$ cat src/sv/prra_pkg.sv
// Package for the strict-priority round-robin arbiter: shared types and constants.
// No dependencies; every other file of the block imports it.
package prra_pkg;

    localparam int NUM_LEVELS       = 4;
    localparam int QUEUES_PER_LEVEL = 16;
    localparam int LEVEL_W          = 2;
    localparam int QUEUE_W          = 4;
    localparam int PORT_W           = 4;
    localparam int MASK_W           = 64;
    localparam int DEF_NUM_PORTS    = 16;

    typedef struct packed {
        logic [PORT_W-1:0] out_port;
        logic [MASK_W-1:0] eligible_mask;
    } req_t;

    typedef struct packed {
        logic               grant_valid;
        logic [LEVEL_W-1:0] grant_level;
        logic [QUEUE_W-1:0] grant_queue;
    } grant_t;

    typedef struct packed {
        logic               found;
        logic [QUEUE_W-1:0] queue;
    } lane_res_t;

endpackage

$ cat src/sv/prra_lane.sv
// One priority-level lane: rotating priority encoder over the queues of one level.
// Depends on prra_pkg.
module prra_lane
    import prra_pkg::*;
(
    input  logic [QUEUES_PER_LEVEL-1:0] elig,
    input  logic [QUEUE_W-1:0]          ptr,
    output lane_res_t                   res
);

    // Search from the pointer upwards first; if nothing is there, wrap to the bottom.
    always_comb
    begin
        logic [QUEUES_PER_LEVEL-1:0] upper;
        logic [QUEUES_PER_LEVEL-1:0] src;
        logic [QUEUES_PER_LEVEL-1:0] onehot;
        upper  = elig & ~((QUEUES_PER_LEVEL'(1) << ptr) - QUEUES_PER_LEVEL'(1));
        src    = (|upper) ? upper : elig;
        onehot = src & (~src + QUEUES_PER_LEVEL'(1));
        res.found = |elig;
        res.queue = '0;
        for (int i = 0; i < QUEUES_PER_LEVEL; i++)
        begin
            if (onehot[i])
            begin
                res.queue = res.queue | QUEUE_W'(i);
            end
        end
    end

endmodule

$ cat src/sv/prra_merge.sv
// Merging stage: picks the lowest-numbered level whose lane found a queue.
// Depends on prra_pkg.
module prra_merge
    import prra_pkg::*;
(
    input  lane_res_t [NUM_LEVELS-1:0] lanes,
    output grant_t                     grant
);

    always_comb
    begin
        grant = '0;
        // Walk from the lowest priority up so that level 0 is assigned last and wins.
        for (int l = NUM_LEVELS - 1; l >= 0; l--)
        begin
            if (lanes[l].found)
            begin
                grant.grant_valid = 1'b1;
                grant.grant_level = LEVEL_W'(l);
                grant.grant_queue = lanes[l].queue;
            end
        end
    end

endmodule

$ cat src/sv/priority_round_robin_arbiter_unit.sv
// Top level of the strict-priority round-robin output arbiter.
// Depends on prra_pkg, prra_lane and prra_merge.
//
//  Channel   Direction  Handshake                Beat payload
//  -------   ---------  -----------------------  ----------------------------------
//  request   in         start high, busy low     req   (out_port, eligible_mask)
//  grant     out        done high for one cycle  grant (grant_valid, level, queue)
//
// A request beat is registered at the edge that accepts it. In the following
// cycle the four level lanes run their rotating priority encoders in parallel
// against the pointer row of the named port, the merging stage selects the
// highest-priority level with an eligible queue, and the winner's pointer is
// written back. The grant beat appears with done in the cycle after that, and one
// request can be accepted every cycle; busy is never raised. The pointer write lands
// before the next request reads the row.
// Reset clears all round-robin pointers to zero at once. The receiver cannot
// stall: each grant beat is shown for exactly one cycle.
module priority_round_robin_arbiter_unit
    import prra_pkg::*;
#(
    parameter int NUM_PORTS = DEF_NUM_PORTS
)
(
    input  logic   clk,
    input  logic   rst_n,
    input  logic   start,
    output logic   busy,
    input  req_t   req,
    output logic   done,
    output grant_t grant
);

    localparam int PORT_IDX_W = (NUM_PORTS > 1) ? $clog2(NUM_PORTS) : 1;

    // Request stage registers.
    logic              s1_vld_reg;
    logic              s1_vld_next;
    logic [PORT_W-1:0] port_reg;
    logic [MASK_W-1:0] mask_reg;

    // Result registers.
    logic   done_reg;
    logic   done_next;
    grant_t grant_reg;

    // Round-robin pointers: one row per port, holding one pointer for each level.
    logic [NUM_LEVELS-1:0][QUEUE_W-1:0] ptr_reg [NUM_PORTS];
    logic [QUEUE_W-1:0] ptr_next;

    logic                   accept;
    logic                   port_ok;
    logic [PORT_IDX_W-1:0]  port_idx;
    logic [MASK_W-1:0]      eff_mask;
    lane_res_t [NUM_LEVELS-1:0] lane_res;
    grant_t                 merged;

    // The block takes a request beat in every cycle.
    assign busy   = 1'b0;
    assign accept = start && !busy;

    assign port_ok  = (32'(port_reg) < NUM_PORTS);
    assign port_idx = PORT_IDX_W'(port_reg);

    // A port outside the table sees nothing eligible, so no grant and no pointer move.
    assign eff_mask = port_ok ? mask_reg : '0;

    genvar g;
    generate
        for (g = 0; g < NUM_LEVELS; g++)
        begin : g_lane
            logic [QUEUE_W-1:0] lane_ptr;
            assign lane_ptr = port_ok ? ptr_reg[port_idx][g] : '0;

            prra_lane u_lane (
                .elig (eff_mask[g*QUEUES_PER_LEVEL +: QUEUES_PER_LEVEL]),
                .ptr  (lane_ptr),
                .res  (lane_res[g])
            );
        end
    endgenerate

    prra_merge u_merge (
        .lanes (lane_res),
        .grant (merged)
    );

    // Pointer moves to just past the winner, wrapping within the level.
    assign ptr_next = merged.grant_queue + QUEUE_W'(1);

    always_comb
    begin
        s1_vld_next = accept;
        done_next   = s1_vld_reg;
    end

    always_ff @(posedge clk or negedge rst_n)
    begin
        if (!rst_n)
        begin
            s1_vld_reg <= 1'b0;
            done_reg   <= 1'b0;
        end
        else
        begin
            s1_vld_reg <= s1_vld_next;
            done_reg   <= done_next;
        end
    end

    always_ff @(posedge clk)
    begin
        if (accept)
        begin
            port_reg <= req.out_port;
            mask_reg <= req.eligible_mask;
        end
        if (s1_vld_reg)
        begin
            grant_reg <= merged;
        end
    end

    always_ff @(posedge clk or negedge rst_n)
    begin
        if (!rst_n)
        begin
            for (int p = 0; p < NUM_PORTS; p++)
            begin
                ptr_reg[p] <= '0;
            end
        end
        else if (s1_vld_reg && merged.grant_valid)
        begin
            ptr_reg[port_idx][merged.grant_level] <= ptr_next;
        end
    end

    assign done  = done_reg;
    assign grant = grant_reg;

    // A grant beat always follows a valid request in the request stage.
    assert property (@(posedge clk) disable iff (!rst_n)
        done |-> $past(s1_vld_reg))
        else $error("grant beat without a request in the stage before");

    // The merged winner must be a queue whose eligibility bit is set.
    assert property (@(posedge clk) disable iff (!rst_n)
        (s1_vld_reg && merged.grant_valid) |->
            eff_mask[32'(merged.grant_level) * QUEUES_PER_LEVEL + 32'(merged.grant_queue)])
        else $error("grant given to a queue that was not eligible");

    // A port outside the table never receives a grant.
    assert property (@(posedge clk) disable iff (!rst_n)
        (s1_vld_reg && !port_ok) |=> (done && !grant.grant_valid))
        else $error("grant issued for a port outside the table");

endmodule

$ cat config.mk
export PLATFORM = sky130hd
export DESIGN_NAME = priority_round_robin_arbiter_unit
export DESIGN_NICKNAME = d
export VERILOG_FILES = /design/src/sv/prra_pkg.sv /design/src/sv/prra_lane.sv /design/src/sv/prra_merge.sv /design/src/sv/priority_round_robin_arbiter_unit.sv
export SDC_FILE = /design/constraint.sdc
export NUM_CORES = 1
export LEC_CHECK = 0
export ABC_AREA = 0
export BUFFER_PORTS_ARGS = -buffer_cell sky130_fd_sc_hd__buf_2
export CORE_UTILIZATION = 62
export DETAILED_ROUTE_END_ITERATION = 10
export GPL_ROUTABILITY_DRIVEN = 0
export GPL_TIMING_DRIVEN = 1
export PLACE_DENSITY = 0.8
export RECOVER_POWER = 100
export SYNTH_ARGS = -nofsm -noshare
export SYNTH_HDL_FRONTEND = slang
export SYNTH_HIERARCHICAL = 1
export SYNTH_SLANG_ARGS = --single-unit
$ cat constraint.sdc
create_clock -name clk -period 7.3 [get_ports clk]
set_clock_uncertainty 0.1 [all_clocks]
set_input_delay 0.73 -clock clk [delete_from_list [all_inputs] [get_ports clk]]
set_output_delay 0.73 -clock clk [all_outputs]
set_load 0.01 [all_outputs]
; Word-level counts from Yosys, hierarchy flattened
; Cells that the tools add are included.
[classes]
n_bitwise = 17
add_sub_neg = 9
magnitude_cmp = 4
shifts = 4
mux = 76
n_reduce_logical = 11
[op_table]
columns = operator, count
row1 = $bwmux 256, 1
row2 = $mux 4, 33
row3 = $and 16x16->16, 8
row4 = $not 16->16, 8
row5 = $reduce_or 16->1, 8
row6 = $mux 16, 7
row7 = $add 16x1->16 const B, 4
row8 = $bmux 16 s4, 1
row9 = $demux 16 s4, 1
row10 = $shl 1x4->16 const A, 4
row11 = $sub 16x1->16 const B, 4
row12 = $mux 3, 16
row13 = $mux 7, 4
row14 = $mux 2, 8
row15 = $demux 4 s2, 1
row16 = $ge 5x5->1 const B, 1
row17 = $lt 5x1->1 const B, 1
row18 = $not 4->5, 1
row19 = $add 4x1->4 const B, 1
row20 = $mux 1, 4
row21 = $logic_and 1x1->1, 3
row22 = $lt 2x3->1 const B, 1
row23 = $ge 2x1->1 const B, 1
[word_totals]
register_bits = 333
out_inout_bits = 9
wordCells = 192

; Depth between registers and ports, before layout
[depth]
word_depth = 39
ltp_mapped = 27
depth_no_buf = 20

; Cells and area by module
; Netlist, hierarchy kept.
[modules_own_cells]
columns = module, n_inst, cells_each, area_per_inst_um2, seq_area_each_um2
row1 = priority_round_robin_arbiter_unit, 1, 955, 14486.4, 8708.4
row2 = prra_lane (g_lane[2].u_lane ...), 2, 134, 894.6, 0.0
row3 = prra_lane (g_lane[0].u_lane), 1, 162, 1028.5, 0.0
row4 = prra_lane (g_lane[1].u_lane), 1, 136, 940.9, 0.0
row5 = prra_merge, 1, 22, 142.6, 0.0

; Least setup slack after synthesis
; OpenSTA, ideal clock, no wires.
[synth_timing]
kind = flip-flop to flip-flop
start = register port_reg[0], in the netlist port_idx[0]
end = register ptr_reg[114] in the netlist's numbering
arrival_ns = 5.902
required_ns = 7.135
setup_ns = 0.065
n_path_buf = 6
path_stages_with_launch = 26
setup_slack_ns = 1.233
period_less_slack_ns = 6.067
cell_sequence = edfxtp_1 -> buf_6 -> buf_2 -> mux4_2 -> a22oi_1 -> nand2_1 -> buf_4 -> buf_2 -> nor4_1 -> inv_1 -> ha_1 -> clkbuf_1 -> or4bb_1 -> a21oi_1 -> o22ai_1 -> nor4_4 -> o22a_2 -> nor3_1 -> a211o_1 -> a221o_1 -> a22oi_1 -> a21oi_1 -> ha_1 -> xor2_1 -> clkbuf_1 -> mux2_2
[synth_rtl]
columns = element, line_no
row1 = "start, declared", priority_round_robin_arbiter_unit.sv:38  ; logic [PORT_W-1:0] port_reg;
row2 = "start signal, assigned", priority_round_robin_arbiter_unit.sv:114  ; port_reg <= req.out_port;
row3 = "end signal, assigned by index", priority_round_robin_arbiter_unit.sv:134  ; ptr_reg[port_idx][merged.grant_level] <= ptr_next;
row4 = "end, declared", priority_round_robin_arbiter_unit.sv:47  ; logic [NUM_LEVELS-1:0][QUEUE_W-1:0] ptr_reg [NUM_PORTS];

==> results.json <==
{
  "overflow": 0,
  "drtAntennaViolNets": 0,
  "clk_latency_ps": 520,
  "setup_viol": 0,
  "clock-sinks": 333,
  "critPathMaxFanout": 64,
  "power_frac_seq_pct": 37.6,
  "grtUsageTotal_pct": 30.1,
  "htreeDepth": 2,
  "slowest_delay_ps": 510,
  "grt_start_max_net_pins": 132,
  "cts_max_path_buffers": 3,
  "wl_per_cell_um": 22.7,
  "core-area_mm2": 0.0289,
  "critPathBufInv": 3,
  "yosysUniqueCellTypes": 105,
  "nNetsFinal": 1659,
  "fin_crit_sh_pct": 94.3,
  "die-area_mm2": 0.0304,
  "seq_area_frac_synth_pct": 47.4,
  "drtPass1Iterations": 6,
  "hold_violations": 0,
  "syn_area_mm2": 0.0184,
  "power_density_mw_per_mm2": 298,
  "pwr-share-comb_pct": 31.9,
  "drt-total-wl_mm": 45.3,
  "worst_slack_ps": 417,
  "largest_reg_flops": 256,
  "cts_made_buffers": 37,
  "clkTransAtPathRegs_ps": 60,
  "syn_to_final_growth_pct": 9.98,
  "portBuffers": 78,
  "cts-root-buf": "clkbuf_16",
  "vias": 13600,
  "cpMaxStageDelayCell": "mux4_2",
  "outcome": "finished, violations left",
  "antenna_found_initial": 0,
  "numPlacedInstances": 1924,
  "dpl.hpwl_mm": 29.4,
  "grt_pass1_vias": 13600,
  "final-instance-count-excl-fill": 1995,
  "cp-end-kind": "register",
  "p_sw_mw": 2.20,
  "synthCells": 1543,
  "cts_tree": "done",
  "via_per_inst": 6.84,
  "cap_viol_max_count": 2,
  "layout_min_cycle_time_ps": 6880,
  "fmax_ghz": 0.145,
  "synthArstFlopShare_pct": 77.5,
  "drt_iter0_drc": 1561,
  "grt_pass1_wl_mm": 72.6,
  "die_h_um": 174,
  "slew-limit-headroom_pct": -289,
  "synth_edf_count": 75,
  "ioPinCount": 80,
  "cp_cell_sequence": "buf_12 > buf_12 > mux4_2 > a22oi_1 > nand2_1 > nor2_1 > nand2_1 > ha_1 > and2_0 > o211ai_1 > nand3_1 > and4_1 > o21ai_1 > or3b_1 > nor4_1 > a211o_1 > o22ai_1 > a21oi_1 > nand3_1 > xnor2_2 > buf_6 > mux2_2",
  "p_int_mw": 3.84,
  "yosysWarnings": 6,
  "leakage_nw": 8.51,
  "die_w_um": 174,
  "hold_class": "input port to register",
  "ys_seq_elements": 333,
  "synth.avg_cell_area_um2": 11.9,
  "crit_family": "simple AND/OR/NAND/NOR gates",
  "ir_drop_mv": 0.578,
  "pre_cts_slack_ps": -37.4,
  "arrival_ps": 7230,
  "crit_type": "register to register",
  "cp-start-kind": "register",
  "violations": "max-capacitance violations, max-slew violations",
  "drc": 0,
  "synthFlopType": "dfrtp_1",
  "rows": 62,
  "sw_frac_of_total_pct": 36.4,
  "start_util_pct": 63.5,
  "required_ps": 7650,
  "slew_violations": 199,
  "num_antenna_cells": 0,
  "drive_gt1_share_pct": 30.4,
  "tightest_slew_ps": 5830,
  "p_clk_share_pct": 30.5,
  "synth_nets": 1619
}
## layout make-up
type,count,area (µm²)
clock inverters,15,160
repair buffers,117,732
fillers,1995,8710
clock buffers,52,1030
inverters,31,116
well taps,384,480
multi-input cells,1063,8990
flip-flops and latches,333,8710
## layer usage
layer / vias to the layer above / global-route usage (%) / part of all wire [%]
li1: 5980 / - / -
met1: 6822 / 40.5 / 40
met2: 707 / 49.7 / 49
met3: 135 / 4.27 / 7.3
met4: 0 / 11.4 / 3.5
met5: - / 0 / 0
## cell families (layout without fill, tap and decap cells)
kind of cell             count (synthesis)  count (layout)  share of synthesized area (%)
AO/OA/AOI/OAI                          401             401                           14.9
XOR/XNOR                                11              11                          0.524
adder cells (fa/ha/maj)                  5               5                          0.340
buffers and inverters                  147             215                           3.97
flip-flops                             333             333                           47.4
multiplexers                           262             262                           19.9
other                                    1               1                         0.0204
AND/OR/NAND/NOR                        383             383                           12.9
## repair_timing
action	in CTS	in global routing
gates cloned	0	0
buffers inserted	0	4
endpoints found under the setup margin	64	192
gates resized for setup	1	3
pin swaps	0	1
hold buffers	0	0
## worst reg2reg max path, cell delays in order, from the launching register on
cell	delay, ps
edfxtp_1	370
buf_12	350
buf_12	280
mux4_2	510
a22oi_1	140
nand2_1	130
nor2_1	340
nand2_1	160
ha_1	360
and2_0	220
o211ai_1	230
nand3_1	280
and4_1	410
o21ai_1	290
or3b_1	450
nor4_1	290
a211o_1	220
o22ai_1	100
a21oi_1	470
nand3_1	240
xnor2_2	190
buf_6	390
mux2_2	300
## Yosys cell counts (all sizes together) (7+ instances only)
master / count / area (µm²)
inv: 31 / 116
nor2b: 12 / 82.6
nand2b: 21 / 131
a31oi: 8 / 65.1
o21ai: 157 / 790
edfxtp: 75 / 2250
nand2: 101 / 379
nor3: 17 / 95.1
nand4: 9 / 71.3
xnor2: 8 / 70.1
a21o: 10 / 75.1
nand4bb: 8 / 90.1
nor4: 15 / 154
buf: 66 / 423
dfrtp: 258 / 6460
clkbuf: 50 / 191
nor4b: 12 / 211
a22oi: 39 / 303
or2: 11 / 68.8
o211ai: 16 / 125
o31ai: 28 / 210
nor3b: 7 / 52.6
a21boi: 10 / 75.1
a21oi: 40 / 208
mux4: 64 / 1440
or3: 11 / 68.8
and2: 13 / 81.3
o22ai: 9 / 56.3
a221oi: 9 / 85.1
nor2: 81 / 344
nand4b: 9 / 85.1
o21bai: 11 / 82.6
nand3: 18 / 95.1
mux2: 193 / 2170
## power groups by stage
stage               Combinational (mW)  Sequential (mW)  Clock [mW]
CTS                               1.86             2.26        1.87
global route                      2.08             2.29        1.94
finish                            1.93             2.27        1.84
floorplan                         1.34             2.24           0
detailed placement                1.85             2.29           0
global placement                  1.77             2.28           0
## stage by stage
step | power (mW) | TNS (ps) | util [%] | instance area, µm² | hold WS, ps
after floorplan | 3.57 | 0 | - | 18400 | 334
after global placement | 4.05 | 0 | 65.7 | 19000 | 369
after detailed placement | 4.14 | -807 | 65.7 | 19000 | 387
after CTS | 5.99 | 0 | 69.8 | 20200 | 253
after global routing | 6.31 | -1510 | 69.9 | 20200 | 269
final | 6.04 | 0 | 69.9 | 20200 | 284
## layout by cell type (no fill, tap or decap), types with 12 or more instances in the layout
cell	Yosys	layout
a21oi_1	38	37
a22oi_1	37	37
and2_1	13	12
buf_2	41	69
buf_4	13	32
clkbuf_1	47	19
clkbuf_16	0	37
dfrtp_1	258	258
edfxtp_1	75	75
inv_1	30	30
mux2_2	192	192
mux4_2	64	64
nand2_1	101	101
nand2b_1	21	21
nand3_1	17	17
nor2_1	73	72
nor2b_1	11	12
nor3_1	15	15
o211ai_1	15	15
o21ai_0	144	145
o31ai_1	28	28
## worst paths after layout
kind                              startpoint            to  slack (ps)  cells past startpoint
worst min register to register  ptr_reg[154]  ptr_reg[154]         400                      1
min in group asynchronous              rst_n  ptr_reg[217]        2520                      1
worst min-delay path                 req[13]  eff_mask[13]         280                      1
worst max-delay path             port_idx[0]  ptr_reg[203]         420                     22
worst max register to register   port_idx[0]  ptr_reg[203]         420                     22
max in group asynchronous              rst_n  ptr_reg[144]        1290                      1
No activity file was read; power rests on OpenSTA's default activity.
